[src/vp8rtp_pkg.sv]
package vp8rtp_pkg;

  localparam int unsigned MAX_PACKET_LENGTH = 2047;
  localparam int unsigned PLEN_W = 11;
  localparam int unsigned TS_W = 32;

  // Payload descriptor byte 0
  localparam logic [7:0] DESC_X_MASK   = 8'h80;
  localparam logic [7:0] DESC_S_MASK   = 8'h10;
  localparam logic [7:0] DESC_PID_MASK = 8'h07;
  // Extension byte
  localparam logic [7:0] EXT_I_MASK  = 8'h80;
  localparam logic [7:0] EXT_L_MASK  = 8'h40;
  localparam logic [7:0] EXT_TK_MASK = 8'h30;
  // PictureID byte: M bit selects a 15-bit PictureID
  localparam logic [7:0] PID_M_MASK  = 8'h80;

  // Fewest payload bytes a partition-0 frame start may carry
  localparam int unsigned MIN_FRAME_START = 3;

  typedef struct packed {
    logic [7:0]        data_byte;
    logic              packet_start;
    logic [PLEN_W-1:0] packet_length;
    logic [TS_W-1:0]   rtp_timestamp;
    logic              marker;
  } in_t;

  typedef struct packed {
    logic [7:0]      out_byte;
    logic            byte_valid;
    logic            frame_end;
    logic [TS_W-1:0] frame_timestamp;
    logic            frame_discard;
    logic            packet_error;
  } out_t;

endpackage

[src/vp8_rtp_depacketizer_unit.sv]
// VP8 RTP depacketizer. Takes the RTP payload one byte per transfer, descriptor
// first; packet length, timestamp and marker ride on the packet's first byte.
// Each input transfer yields exactly one output transfer: a frame byte
// (byte_valid), and/or frame_end with the finished frame's timestamp,
// frame_discard when a partition-0 start drops an unfinished frame, or
// packet_error when the descriptor is truncated or a frame start carries fewer
// than 3 payload bytes (the rest of that packet is then ignored). Descriptor
// bytes (X, I, M, L, T/K) are consumed silently. Throughput is one byte per
// clock while in_stall_o is low. The result register after the combinational
// parser gives each result in the cycle after its byte is taken; in_stall_o
// rises only while it is full and out_stall_i is high, so input keeps flowing
// whenever the output drains. Lengths above MaxPacketLength are clipped to it.
module vp8_rtp_depacketizer_unit #(
  parameter int unsigned MaxPacketLength = vp8rtp_pkg::MAX_PACKET_LENGTH
) (
  input  logic             clk_i,
  input  logic             rst_ni,
  input  logic             in_valid_i,
  output logic             in_stall_o,
  input  vp8rtp_pkg::in_t  in_data_i,
  output logic             out_valid_o,
  input  logic             out_stall_i,
  output vp8rtp_pkg::out_t out_data_o
);

  logic             take;
  logic             out_valid_q;
  vp8rtp_pkg::out_t out_data_q;
  vp8rtp_pkg::out_t res;

  // Result register full and held: hold off new bytes
  assign in_stall_o = out_valid_q && out_stall_i;
  assign take       = in_valid_i && !in_stall_o;

  vp8rtp_core #(
    .MaxPacketLength(MaxPacketLength)
  ) u_core (
    .clk_i   (clk_i),
    .rst_ni  (rst_ni),
    .take_i  (take),
    .item_i  (in_data_i),
    .result_o(res)
  );

  always_ff @(posedge clk_i or negedge rst_ni) begin
    if (!rst_ni) begin
      out_valid_q <= 1'b0;
    end else if (take) begin
      out_valid_q <= 1'b1;
    end else if (!out_stall_i) begin
      out_valid_q <= 1'b0;
    end
  end

  // payload only, no reset needed
  always_ff @(posedge clk_i) begin
    if (take) begin
      out_data_q <= res;
    end
  end

  assign out_valid_o = out_valid_q;
  assign out_data_o  = out_data_q;

endmodule

[src/vp8rtp_core.sv]
module vp8rtp_core #(
  parameter int unsigned MaxPacketLength = vp8rtp_pkg::MAX_PACKET_LENGTH
) (
  input  logic             clk_i,
  input  logic             rst_ni,
  input  logic             take_i,
  input  vp8rtp_pkg::in_t  item_i,
  output vp8rtp_pkg::out_t result_o
);

  localparam int unsigned BlW = $clog2(MaxPacketLength + 1);

  // PhPayload out of a descriptor phase means "descriptor done"
  typedef enum logic [2:0] {
    PhWait, PhFirst, PhX, PhI, PhM, PhL, PhTk, PhPayload
  } phase_e;

  function automatic phase_e ext_next(input logic [7:0] flags, input logic [1:0] level);
    phase_e nx;
    if (level == 2'd0 && (flags & vp8rtp_pkg::EXT_I_MASK) != 8'h00) begin
      nx = PhI;
    end else if (level <= 2'd1 && (flags & vp8rtp_pkg::EXT_L_MASK) != 8'h00) begin
      nx = PhL;
    end else if ((flags & vp8rtp_pkg::EXT_TK_MASK) != 8'h00) begin
      nx = PhTk;
    end else begin
      nx = PhPayload;
    end
    return nx;
  endfunction

  phase_e                          phase_q, phase_d;
  logic [vp8rtp_pkg::TS_W-1:0]     dec_ts_q, dec_ts_d;
  logic [vp8rtp_pkg::TS_W-1:0]     cur_ts_q, cur_ts_d;
  logic                            nonempty_q, nonempty_d;
  logic [7:0]                      ext_q, ext_d;
  logic [7:0]                      fdb_q, fdb_d;
  logic [BlW-1:0]                  left_q, left_d;
  logic                            marker_q, marker_d;

  phase_e           nxt;
  logic             finish;
  logic             done;
  logic [7:0]       d;
  vp8rtp_pkg::out_t res;

  assign d = item_i.data_byte;

  always_comb begin
    phase_d    = phase_q;
    dec_ts_d   = dec_ts_q;
    cur_ts_d   = cur_ts_q;
    nonempty_d = nonempty_q;
    ext_d      = ext_q;
    fdb_d      = fdb_q;
    left_d     = left_q;
    marker_d   = marker_q;
    nxt        = PhWait;
    finish     = 1'b0;
    done       = 1'b0;
    res        = '0;

    if (take_i && item_i.packet_start) begin
      // timestamp change closes the buffered frame, valid packet or not
      if (item_i.rtp_timestamp != dec_ts_d) begin
        dec_ts_d = item_i.rtp_timestamp;
        if (nonempty_d) begin
          res.frame_end       = 1'b1;
          res.frame_timestamp = cur_ts_d;
          nonempty_d          = 1'b0;
        end
      end
      cur_ts_d = item_i.rtp_timestamp;
      marker_d = item_i.marker;
      if (32'(item_i.packet_length) > 32'(MaxPacketLength)) begin
        left_d = BlW'(MaxPacketLength);
      end else begin
        left_d = BlW'(item_i.packet_length);
      end
      phase_d = PhFirst;
      if (left_d == '0) begin
        res.packet_error = 1'b1;
        phase_d          = PhWait;
      end
    end

    if (take_i && phase_d != PhWait) begin
      left_d = left_d - BlW'(1);
      unique case (phase_d)
        PhWait:  nxt = PhWait;
        PhFirst: begin
          fdb_d = d;
          ext_d = '0;
          nxt   = ((d & vp8rtp_pkg::DESC_X_MASK) != 8'h00) ? PhX : PhPayload;
        end
        PhX: begin
          ext_d = d;
          nxt   = ext_next(d, 2'd0);
        end
        PhI:  nxt = ((d & vp8rtp_pkg::PID_M_MASK) != 8'h00) ? PhM : ext_next(ext_d, 2'd1);
        PhM:  nxt = ext_next(ext_d, 2'd1);
        PhL:  nxt = ext_next(ext_d, 2'd2);
        PhTk: nxt = PhPayload;
        PhPayload: begin
          res.out_byte   = d;
          res.byte_valid = 1'b1;
          nonempty_d     = 1'b1;
          nxt            = PhPayload;
          finish         = (left_d == '0);
        end
      endcase

      done = (phase_d != PhPayload) && (nxt == PhPayload);

      if (done) begin
        // S=1 with partition 0 starts a new frame
        if ((fdb_d & vp8rtp_pkg::DESC_S_MASK) != 8'h00 &&
            (fdb_d & vp8rtp_pkg::DESC_PID_MASK) == 8'h00) begin
          res.frame_discard = nonempty_d;
          nonempty_d        = 1'b0;
          if (left_d < BlW'(vp8rtp_pkg::MIN_FRAME_START)) begin
            res.packet_error = 1'b1;
            nxt              = PhWait;
          end
        end
        if (!res.packet_error) begin
          if (left_d == '0) begin
            finish = 1'b1;
          end else begin
            nxt = PhPayload;
          end
        end
      end else if (nxt != PhPayload && left_d == '0) begin
        // descriptor cut short by the packet end
        res.packet_error = 1'b1;
        nxt              = PhWait;
      end

      if (finish) begin
        nxt = PhWait;
        if (marker_d) begin
          dec_ts_d = cur_ts_d;
          if (nonempty_d) begin
            res.frame_end       = 1'b1;
            res.frame_timestamp = cur_ts_d;
            nonempty_d          = 1'b0;
          end
        end
      end
      phase_d = nxt;
    end
  end

  always_ff @(posedge clk_i or negedge rst_ni) begin
    if (!rst_ni) begin
      phase_q    <= PhWait;
      dec_ts_q   <= '0;
      cur_ts_q   <= '0;
      nonempty_q <= 1'b0;
      ext_q      <= '0;
      fdb_q      <= '0;
      left_q     <= '0;
      marker_q   <= 1'b0;
    end else begin
      phase_q    <= phase_d;
      dec_ts_q   <= dec_ts_d;
      cur_ts_q   <= cur_ts_d;
      nonempty_q <= nonempty_d;
      ext_q      <= ext_d;
      fdb_q      <= fdb_d;
      left_q     <= left_d;
      marker_q   <= marker_d;
    end
  end

  assign result_o = res;

endmodule

[config.mk]
export PLATFORM = sky130hd
export DESIGN_NAME = vp8_rtp_depacketizer_unit
export DESIGN_NICKNAME = d
export VERILOG_FILES = /design/src/vp8rtp_pkg.sv /design/src/vp8_rtp_depacketizer_unit.sv /design/src/vp8rtp_core.sv
export SDC_FILE = /design/constraint.sdc
export NUM_CORES = 1
export LEC_CHECK = 0
export ABC_AREA = 1
export BUFFER_PORTS_ARGS = -buffer_cell sky130_fd_sc_hd__buf_2
export CELL_PAD_IN_SITES_DETAIL_PLACEMENT = 1
export CELL_PAD_IN_SITES_GLOBAL_PLACEMENT = 1
export CORE_MARGIN = 5
export CORE_UTILIZATION = 46
export DETAILED_ROUTE_END_ITERATION = 12
export PLACE_DENSITY = 0.95
export SLEW_MARGIN = 40
export SYNTH_ARGS = -nofsm -noshare
export SYNTH_HDL_FRONTEND = slang
export SYNTH_HIERARCHICAL = 1
export SYNTH_SLANG_ARGS = --single-unit
[constraint.sdc]
create_clock -name clk_i -period 10.5 [get_ports clk_i]
set_clock_uncertainty 0.05 [all_clocks]
set_input_delay 2.1 -clock clk_i [delete_from_list [all_inputs] [get_ports clk_i]]
set_output_delay 2.1 -clock clk_i [all_outputs]
set_load 0.005 [all_outputs]
==> flow_summary.ini, run 1 <==
[job]
maxCapViolCount = 0

[worst_setup_path]
critPathRequiredTime_ps = 10570
path_buf_inv = 5
cp_max_fo = 60
arrival_ps = 6340
cpMostUsedCell = nand2_2
crit_type = in -> reg
slowest_stage = buf_4
slowest_delay_ps = 600
crit_path_start_kind = primary input
worst_setup_path_end_kind = register
crit_chain = buf_2 > inv_1 > a21oi_4 > buf_4 > nand2_4 > buf_4 > nand2_2 > nand2_2 > ha_1 > nand2_2 > nand2_1 > nor2_1 > nand3_1 > nor2_2 > nand3_2 > o21bai_2 > nand2_2 > nand4_2 > buf_4 > o21ai_0
crit_family = simple AND/OR/NAND/NOR gates

[floorplanning]
core_region_area_um2 = 15200
ios = 103
die_h_um = 134
rows = 45
initial_core_util_pct = 46.9
die_area_um2 = 18100
die_x_um = 134

[placed_design]
hpwlAfterDp_um = 13300
place_congestion = 0.816
numPortBuffers = 102

[yosys]
syn-num-nets = 947
async_flop_share_pct = 66.7
synth_area_leaders = dfrtp_1 (31%), edfxtp_1 (19%), nand2_1 (16%)
synth_edf_count = 44
synth_flop_cell = dfrtp_1
yosys_warnings = 6
yosysTopAreaCell = dfrtp_1
synthesis.area_um2 = 7120
syn_inst = 888
yosys.cell_count.top_type = nand2_1
ys_types = 37
avgSynthCellArea_um2 = 8.02
netlist_top_cells_count = nand2_1 (309), inv_1 (119), dfrtp_1 (88)
ys_seq_area_share_pct = 49.5
synth_top_area_share_pct = 30.9
synth_seq_cells = 132

[cts]
path_clk_slew_ps = 60
ctsResizeCount = 0
htreeDepth = 4
cts_post_setup_buffers_inserted = 0
cts-root-buf = clkbuf_16
clockBufferDepth = 2
clock_latency_ps = 430
cts_tree = yes
cts_buffers = 17
numClockSinks = 132
ctsHoldBuffers = 0

[cells_and_area]
fin_nets = 1044
areaGrowthSynthToFinish_pct = 17.0
num_antenna_cells = 0
multiInputGateArea_um2 = 2950
drive_gt1_share_pct = 20.8
seq_area_um2 = 3520
nFillCells = 1909

[global_route]
grt_usage_pct = 24.3
grt_pass1_vias = 6795
antenna_found_initial = 0
grt_max_degree = 65
grt_pass1_wl_um = 34600
overflow = 0

[sta]
setup_violations = 0
rsz0062_at_grt = false
fin_hold_ws_ps = 444
fin_crit_sh_pct = 59.7
maxSlewHeadroom_pct = 50.6
fin_tns_setup_ps = 0
slew_viol_final = 0
fmax_mhz = 160
tightest_slew_ps = 740
period_needed_ps = 6270
hold_viol_final = 0

[power_and_ir_drop]
vdd_drop_max_uv = 131
p_leak_nw = 4.30
p_per_area_nw_per_um2 = 214

[detailed_routing]
drc = 0
antenna_left = 0
finalWirelength_um = 21300
drt-pass1-iter-count = 5
vias = 6279
drtIter0Drc = 346
wl_per_cell_um = 18.0
via_per_inst = 5.29

[run_status]
status = complete, no violations

[min_path]
worstHoldPathType = reg -> reg
==> final cells by class <==
| class | count | area share (%) |
|---|---|---|
| inverters | 123 | 5.54 |
| flip-flops and latches | 132 | 42.3 |
| clock inverters | 11 | 1.59 |
| multi-input cells | 602 | 35.4 |
| repair buffers | 109 | 6.83 |
| well taps | 188 | 2.82 |
| clock buffers | 21 | 5.53 |
==> cell usage in the layout (no fill, tap or decap), types with 2 or more instances in the layout <==
cell type | synthesis | layout
nand2_1 | 309 | 309
inv_1 | 119 | 119
buf_2 | 4 | 101
dfrtp_1 | 88 | 88
nor2_1 | 79 | 78
edfxtp_1 | 44 | 44
o21ai_2 | 36 | 36
nand3_1 | 29 | 29
xnor2_1 | 24 | 24
o21ai_0 | 22 | 22
o21ai_1 | 21 | 21
clkbuf_16 | 0 | 17
a21oi_1 | 17 | 16
nand2_2 | 12 | 12
nand4_1 | 12 | 12
o21bai_1 | 8 | 8
buf_4 | 5 | 7
o22ai_1 | 6 | 6
clkinv_1 | 1 | 5
nor2_2 | 4 | 5
nand2_4 | 4 | 4
or2_2 | 4 | 4
bufinv_16 | 0 | 3
clkinvlp_4 | 0 | 3
inv_2 | 3 | 3
clkbuf_8 | 0 | 2
clkbuf_1 | 14 | 2
nand3_2 | 2 | 2
a31oi_1 | 2 | 2
xor2_1 | 2 | 2
ha_1 | 2 | 2
==> stage by stage <==
step | util (%) | cell area, µm² | setup slack [ps] | std cells | power, W
5_1_grt | 54.8 | 8330 | 4000 | 1186 | 0.00188
2_1_floorplan | - | 7120 | 3560 | 888 | 0.00102
6_report | 54.8 | 8330 | 4230 | 1186 | 0.00178
3_5_place_dp | 50.9 | 7740 | 3920 | 1154 | 0.00115
3_3_place_gp | 50.9 | 7740 | 4170 | 1154 | 0.00112
4_1_cts | 54.8 | 8330 | 4180 | 1186 | 0.00179
==> worst register-to-register path, delay by kind of cell, from the launching register on <==
kind / cells / cell delay [ps]
buffers and inverters: 3 / 1520
AOI/OAI and AO/OA: 3 / 620
and+or+nand+nor: 11 / 1780
adders and majority gates: 1 / 240
DFF: 1 / 420
==> per-layer routing <==
layer	track usage, %	wire length [µm]
met5	0	0
met4	7.81	490
met3	5.25	942
met2	44.1	11200
met1	28.5	8660
==> path summary, 6_finish.rpt <==
kind                                              from                            end  slack (ps)  cells past startpoint
setup reg to reg               out_valid_o$_DFFE_PN0P_       out_data_o[31]$_DFFE_PP_        5570                     18
min in group asynchronous                       rst_ni  u_core/cur_ts_q[14]$_DFF_PN0_        1600                      1
max in group asynchronous                       rst_ni   u_core/cur_ts_q[0]$_DFF_PN0_        7660                      2
hold reg to reg            u_core/fdb_q[0]$_DFFE_PN0P_    u_core/fdb_q[0]$_DFFE_PN0P_         440                      2
hold / removal             u_core/fdb_q[0]$_DFFE_PN0P_    u_core/fdb_q[0]$_DFFE_PN0P_         440                      2
setup / recovery                            in_valid_i       out_data_o[31]$_DFFE_PP_        4230                     20
==> cell families (layout without fill, tap and decap cells) <==
logic type,after synthesis,after routing,share of synthesized area [%]
flip-flops,132,132,49.5
AO/OA/AOI/OAI,115,115,10.7
buffers and inverters,154,264,9.31
XOR/XNOR,26,26,3.20
AND/OR/NAND/NOR,459,459,27.0
adder cells (fa/ha/maj),2,2,0.351
==> registers in the layout (all words and copies together) (netlist names) <==
signal and count:
u_core/nonempty_q 1, u_core/left_q 11, out_valid_o 1, u_core/cur_ts_q 32, u_core/ext_q 3, u_core/dec_ts_q 32, u_core/fdb_q 4, u_core/marker_q 1
u_core/phase_q 3, out_data_o 44
==> where the power goes <==
group / leakage, nW / internal [W] / switching, W
Combinational: 2.50 / 0.000164 / 0.000338
Sequential: 1.52 / 0.000621 / 0.0000547
Clock: 0.279 / 0.000382 / 0.000224
Total: 4.30 / 0.00117 / 0.000616
No activity file was read; power rests on OpenSTA's default activity.
==> run 2, diff against run 1 <==
--- a/config.mk
+++ b/config.mk
@@ -5,14 +5,14 @@
 export SDC_FILE = /design/constraint.sdc
 export NUM_CORES = 1
 export LEC_CHECK = 0
-export ABC_AREA = 1
+export ABC_AREA = 0
 export BUFFER_PORTS_ARGS = -buffer_cell sky130_fd_sc_hd__buf_2
 export CELL_PAD_IN_SITES_DETAIL_PLACEMENT = 1
 export CELL_PAD_IN_SITES_GLOBAL_PLACEMENT = 1
 export CORE_MARGIN = 5
-export CORE_UTILIZATION = 46
+export CORE_UTILIZATION = 45
 export DETAILED_ROUTE_END_ITERATION = 12
-export PLACE_DENSITY = 0.95
+export PLACE_DENSITY = 0.89
 export SLEW_MARGIN = 40
 export SYNTH_ARGS = -nofsm -noshare
 export SYNTH_HDL_FRONTEND = slang
==> constraint.sdc (replaced) <==
create_clock -name clk_i -period 5.8 [get_ports clk_i]
set_clock_uncertainty 0.05 [all_clocks]
set_input_delay 1.16 -clock clk_i [delete_from_list [all_inputs] [get_ports clk_i]]
set_output_delay 1.16 -clock clk_i [all_outputs]
set_load 0.005 [all_outputs]
==> run 2 against run 1 <==
Global-route usage down 0.21 points. Critical path type unchanged. Final cell count decreased by 19%. Setup slack worse by 3100 ps. Synthesized cell count shrank 24%. Cell area decreased by 0.66%. Largest cell class unchanged. Worst hold slack improved by 12 ps. Critical path depth down 6. Die area is 0.31% higher. Sequential power rose by 89%. Area after synthesis is 1.8% lower. Combinational power is 87% higher.
==> flow_summary.ini, run 2 <==
[run_status]
status = complete, no violations

[cells_and_area]
fin_nets = 823
fin_util_pct = 54.5
largest_register_ffs = 44
fin_cells = 966
layout_commonest_cell = nand2_1
drive_gt1_share_pct = 25.7
areaGrowthSynthToFinish_pct = 18.4
layout_common_cells = nand2_1 (145), buf_2 (101), dfrtp_1 (88)

[worst_setup_path]
rr_startpoint = out_valid_o$_DFFE_PN0P_
critPathLaunch = in_valid_i
slowest_delay_ps = 440
critPathRequiredTime_ps = 6040
slowest_stage = or3_1
arrival_ps = 4890
worst_setup_path_end_kind = register
cp_max_fo = 40
crit_family = simple AND/OR/NAND/NOR gates
crit_path_end = u_core/dec_ts_q[17]$_DFF_PN0_
worstRegToRegCells = 13
path_buf_inv = 4
r2r_slack_ps = 1620
rr_endpoint = u_core/dec_ts_q[17]$_DFF_PN0_
worst-path-stages = 14
crit_chain = buf_2 > a21boi_4 > buf_4 > and3_1 > a21oi_2 > ha_1 > inv_1 > or3_1 > a221oi_1 > o2111ai_2 > nor3_4 > and4b_1 > buf_4 > mux2_1
cpMostUsedCell = buf_4
crit_path_start_kind = primary input
crit_type = in -> reg

[floorplanning]
rows = 45
ios = 103
core_region_area_um2 = 15200
die_x_um = 135
die_area_um2 = 18100
die_h_um = 135
initial_core_util_pct = 46.0

[yosys]
yosys.cell_count.top_type = nand2_1
synth_top_area_share_pct = 31.5
ys_types = 68
syn_inst = 672
synthesis.area_um2 = 6990
synth_area_leaders = dfrtp_1 (31%), edfxtp_1 (19%), nand2_1 (7.8%)
yosys_warnings = 6
async_flop_share_pct = 66.7
avgSynthCellArea_um2 = 10.4
ys_seq_area_share_pct = 50.4
yosysTopAreaCell = dfrtp_1
synth_edf_count = 44
synth_flop_cell = dfrtp_1
syn-num-nets = 731
netlist_top_cells_count = nand2_1 (146), dfrtp_1 (88), edfxtp_1 (44)
synth_seq_cells = 132

[sta]
hold_viol_final = 0
tightest_slew_ps = 828
setup_violations = 0
fmax_mhz = 215
period_needed_ps = 4660
rsz0062_at_grt = false
maxSlewHeadroom_pct = 44.7
fin_ws_ps = 1140
fin_tns_setup_ps = 0
slew_viol_final = 0
fin_crit_sh_pct = 80.3

[cts]
clockBufferDepth = 2
ctsHoldBuffers = 0
path_clk_slew_ps = 60
cts-root-buf = clkbuf_16
clock_latency_ps = 420
cts_post_setup_buffers_inserted = 0
htreeDepth = 4
ctsResizeCount = 0
numClockSinks = 132
cts_tree = yes
cts_buffers = 17

[global_route]
grt_usage_pct = 24.0
grt_max_degree = 54
grt_pass1_wl_um = 34100
antenna_found_initial = 1
grt_pass1_vias = 6371
overflow = 0

[detailed_routing]
via_per_inst = 5.91
vias = 5711
antenna_left = 0
drc = 0
finalWirelength_um = 21400
wl_per_cell_um = 22.2
drt-pass1-iter-count = 4
drtIter0Drc = 392

[job]
maxCapViolCount = 0

[power_and_ir_drop]
p_leak_nw = 3.57
p_per_area_nw_per_um2 = 401
vdd_drop_max_uv = 232
power_w = 0.00332

[placed_design]
hpwlAfterDp_um = 14100
place_congestion = 0.866
numPortBuffers = 102
pre_cts_ws_ps = 983
numPlacedInstances = 933

[min_path]
worstHoldPathType = reg -> reg
-- run 2: through the flow --
step	area [µm²]	hold slack, ps
global route	8280	468
CTS	8270	434
detailed placement	7660	418
floorplan	7010	391
finish	8280	456
global placement	7660	420
-- run 2: final cells by class --
class | count | area, µm²
flip-flops and latches | 132 | 3520
multi-input cells | 492 | 3290
diodes | 1 | 2.50
clock buffers | 22 | 474
inverters | 8 | 30.0
repair buffers | 113 | 596
fillers | 1684 | 6920
clock inverters | 10 | 130
well taps | 188 | 235
-- run 2: worst reg2reg max path: stages, from the launching register on --
cell and delay (ps):
dfrtp_1 420, a21boi_4 100, buf_4 280, and3_1 260
a21oi_2 200, ha_1 230, inv_1 120, or3_1 440
a221oi_1 440, o2111ai_2 210, nor3_4 240, and4b_1 230
buf_4 430, mux2_1 420
-- run 2: how the worst min path moves through the flow --
stage / startpoint / to / slack, ps / cells after the start
3_3_place_gp: u_core/marker_q$_DFF_PN0_ / u_core/marker_q$_DFF_PN0_ / 420 / 2
5_1_grt: u_core/fdb_q[0]$_DFFE_PN0P_ / u_core/fdb_q[0]$_DFFE_PN0P_ / 470 / 1
4_1_cts: u_core/marker_q$_DFF_PN0_ / u_core/marker_q$_DFF_PN0_ / 430 / 2
2_1_floorplan: u_core/marker_q$_DFF_PN0_ / u_core/marker_q$_DFF_PN0_ / 390 / 2
3_5_place_dp: u_core/marker_q$_DFF_PN0_ / u_core/marker_q$_DFF_PN0_ / 420 / 2
6_report: u_core/fdb_q[0]$_DFFE_PN0P_ / u_core/fdb_q[0]$_DFFE_PN0P_ / 460 / 1
-- run 2: logic make-up (layout without fill, tap and decap cells) --
| family | Yosys count | after routing | synth area share [%] |
|---|---|---|---|
| AO/OA/AOI/OAI | 104 | 104 | 10.1 |
| adder cells (fa/ha/maj) | 2 | 2 | 0.358 |
| AND/OR/NAND/NOR | 262 | 262 | 17.7 |
| other | 0 | 1 | 0 |
| flip-flops | 132 | 132 | 50.4 |
| buffers and inverters | 48 | 153 | 3.26 |
| multiplexers | 80 | 80 | 12.7 |
| XOR/XNOR | 44 | 44 | 5.51 |
-- run 2: routing by layer --
layer / share of wire (%) / vias to the layer above / wire length (µm) / global-route usage, %
li1: - / 2572 / - / -
met5: 0 / - / 0 / 0
met2: 52 / 197 / 11200 / 41.8
met4: 2.3 / 0 / 495 / 9.90
met1: 40 / 2895 / 8660 / 28.8
met3: 5.1 / 47 / 1100 / 5.37
-- run 2: power by group --
part	internal, W	leakage, nW	total (W)	switching, W
Clock	0.000705	0.296	0.00109	0.000386
Sequential	0.00114	1.49	0.00128	0.000145
Combinational	0.000351	1.78	0.000941	0.000590
==> run 3, diff against run 2 <==
--- a/config.mk
+++ b/config.mk
@@ -10,9 +10,9 @@
 export CELL_PAD_IN_SITES_DETAIL_PLACEMENT = 1
 export CELL_PAD_IN_SITES_GLOBAL_PLACEMENT = 1
 export CORE_MARGIN = 5
-export CORE_UTILIZATION = 45
+export CORE_UTILIZATION = 41
 export DETAILED_ROUTE_END_ITERATION = 12
-export PLACE_DENSITY = 0.89
+export PLACE_DENSITY = 0.86
 export SLEW_MARGIN = 40
 export SYNTH_ARGS = -nofsm -noshare
 export SYNTH_HDL_FRONTEND = slang
==> constraint.sdc (replaced) <==
create_clock -name clk_i -period 3.8 [get_ports clk_i]
set_clock_uncertainty 0.05 [all_clocks]
set_input_delay 0.76 -clock clk_i [delete_from_list [all_inputs] [get_ports clk_i]]
set_output_delay 0.76 -clock clk_i [all_outputs]
set_load 0.005 [all_outputs]
==> run 3 against run 2 <==
Clock-buffer cell count fell by 3. Combinational power rose by 73%. Worst hold slack got worse by 150 ps. First-iteration DRC count rose by 28%. Largest power group unchanged. Cell area rose by 3.5%. Die area rose by 9.0%. Non-clock buffer count rose by 25.
==> flow_summary.ini, run 3 (synthesis results as in run 2) <==
[global_route]
grt_pass1_wl_um = 34200
grt_pass1_vias = 6439
overflow = 0
grt_usage_pct = 21.9
grt_max_degree = 51
antenna_found_initial = 1

[sta]
maxSlewHeadroom_pct = 43.4
fin_crit_sh_pct = 92.4
period_needed_ps = 3510
fin_hold_ws_ps = 306
rsz0062_at_grt = false
hold_viol_final = 0
slew_viol_final = 0
setup_violations = 0
fin_tns_setup_ps = 0
tightest_slew_ps = 827
fmax_mhz = 285

[power_and_ir_drop]
internal-power_w = 0.00338
switching_power_w = 0.00177
p_sw_share_pct = 34.3
power_frac_comb_pct = 31.7
p_leak_nw = 3.73
vdd_drop_max_uv = 372
clock_power_share_pct = 30.2
p_per_area_nw_per_um2 = 601
power_w = 0.00515
seqPwrFrac_pct = 38.1

[min_path]
worstHoldPathType = in -> async

[cts]
cts_tree = yes
numClockSinks = 132
ctsResizeCount = 0
ctsHoldBuffers = 0
cts-root-buf = clkbuf_16
clock_latency_ps = 420
cts_buffers = 17
clockBufferDepth = 2
cts_post_setup_buffers_inserted = 0
path_clk_slew_ps = 60
htreeDepth = 4

[detailed_routing]
vias = 5828
antenna_left = 0
wl_met1_um = 8700
drt-pass1-iter-count = 5
dr_wl_met2_um = 11200
drtIter0Drc = 500
highest_layer = met4
drc = 0
via_per_inst = 5.70
wl_per_cell_um = 21.1
finalWirelength_um = 21500
dr_wl_met3_um = 1150

[worst_setup_path]
arrival_ps = 3760
slowest_stage = a2111oi_0
rr_endpoint = u_core/dec_ts_q[28]$_DFF_PN0_
path_buf_inv = 3
rr_startpoint = out_valid_o$_DFFE_PN0P_
r2r_slack_ps = 350
cp_max_fo = 29
slowest_delay_ps = 760
critPathRequiredTime_ps = 4050
crit_type = in -> reg
critPathLaunch = in_valid_i
crit_family = compound AO/OA/AOI/OAI gates
crit_chain = buf_2 > a21boi_4 > buf_4 > and2_1 > a2111oi_0 > o31ai_1 > a21o_1 > and4b_2 > buf_12 > mux2_1
worstRegToRegCells = 10
crit_path_start_kind = primary input
worst_setup_path_end_kind = register

[floorplanning]
core_region_area_um2 = 16600
ios = 103
rows = 47
die_x_um = 141
initial_core_util_pct = 42.0
die_h_um = 141
die_area_um2 = 19800

[placed_design]
place_congestion = 0.878
hpwlAfterDp_um = 14700
numPortBuffers = 102

[cells_and_area]
areaGrowthSynthToFinish_pct = 22.6
nFillCells = 1848
layout_common_cells = nand2_1 (145), buf_2 (101), dfrtp_1 (88)
fin_nets = 848
layout_commonest_cell = nand2_1
drive_gt1_share_pct = 30.3
largest_register_ffs = 44
fin_util_pct = 51.5

[job]
maxCapViolCount = 0

[run_status]
status = complete, no violations
[run 3: cell types whose count changed in the layout (fill, tap and decap cells not counted), sizes merged]
cell / before / now
buf: 113 / 138
bufinv: 3 / 2
clkbuf: 22 / 19
clkinv: 5 / 11
clkinvlp: 2 / 0
[run 3: area by class of cell]
| class | instances | area, µm² | share of cell area, % |
|---|---|---|---|
| Clock inverter | 13 | 118 | 1.37 |
| Multi-Input combinational cell | 492 | 3370 | 39.3 |
| Sequential cell | 132 | 3520 | 41.1 |
| Antenna cell | 1 | 2.50 | 0.0292 |
| Timing Repair Buffer | 138 | 821 | 9.58 |
| Inverter | 8 | 30.0 | 0.350 |
| Clock buffer | 19 | 433 | 5.05 |
| Tap cell | 220 | 275 | 3.21 |
[run 3: worst max path at each step]
stage                                                to  slack [ps]  depth (start not counted)
final                     u_core/dec_ts_q[28]$_DFF_PN0_         290                         10
after floorplan           u_core/dec_ts_q[11]$_DFF_PN0_       -1130                         18
after global routing      u_core/dec_ts_q[28]$_DFF_PN0_         120                         14
after global placement    u_core/dec_ts_q[29]$_DFF_PN0_          50                         11
after CTS                 u_core/dec_ts_q[23]$_DFF_PN0_         330                         11
after detailed placement  u_core/dec_ts_q[23]$_DFF_PN0_        -100                         11
[run 3: per-stage QoR]
step	setup WS, ps	area, µm²	std cells
6_report	290	8570	1023
5_1_grt	118	8570	1023
4_1_cts	332	8570	1022
3_5_place_dp	-104	8020	990
3_3_place_gp	47.4	8020	990
2_1_floorplan	-1130	7160	672
[run 3: metal layers]
metal	up-vias	GRT usage (%)
li1	2625	-
met4	0	7.70
met2	186	39.3
met5	-	0
met1	2977	26.1
met3	40	4.37
[run 3: power groups by stage]
stage	sequential [W]	clock [W]	combinational, W
after floorplan	0.00190	0	0.00102
after global placement	0.00195	0	0.00153
after detailed placement	0.00198	0	0.00158
after CTS	0.00196	0.00158	0.00162
after global routing	0.00199	0.00164	0.00175
final	0.00196	0.00156	0.00163
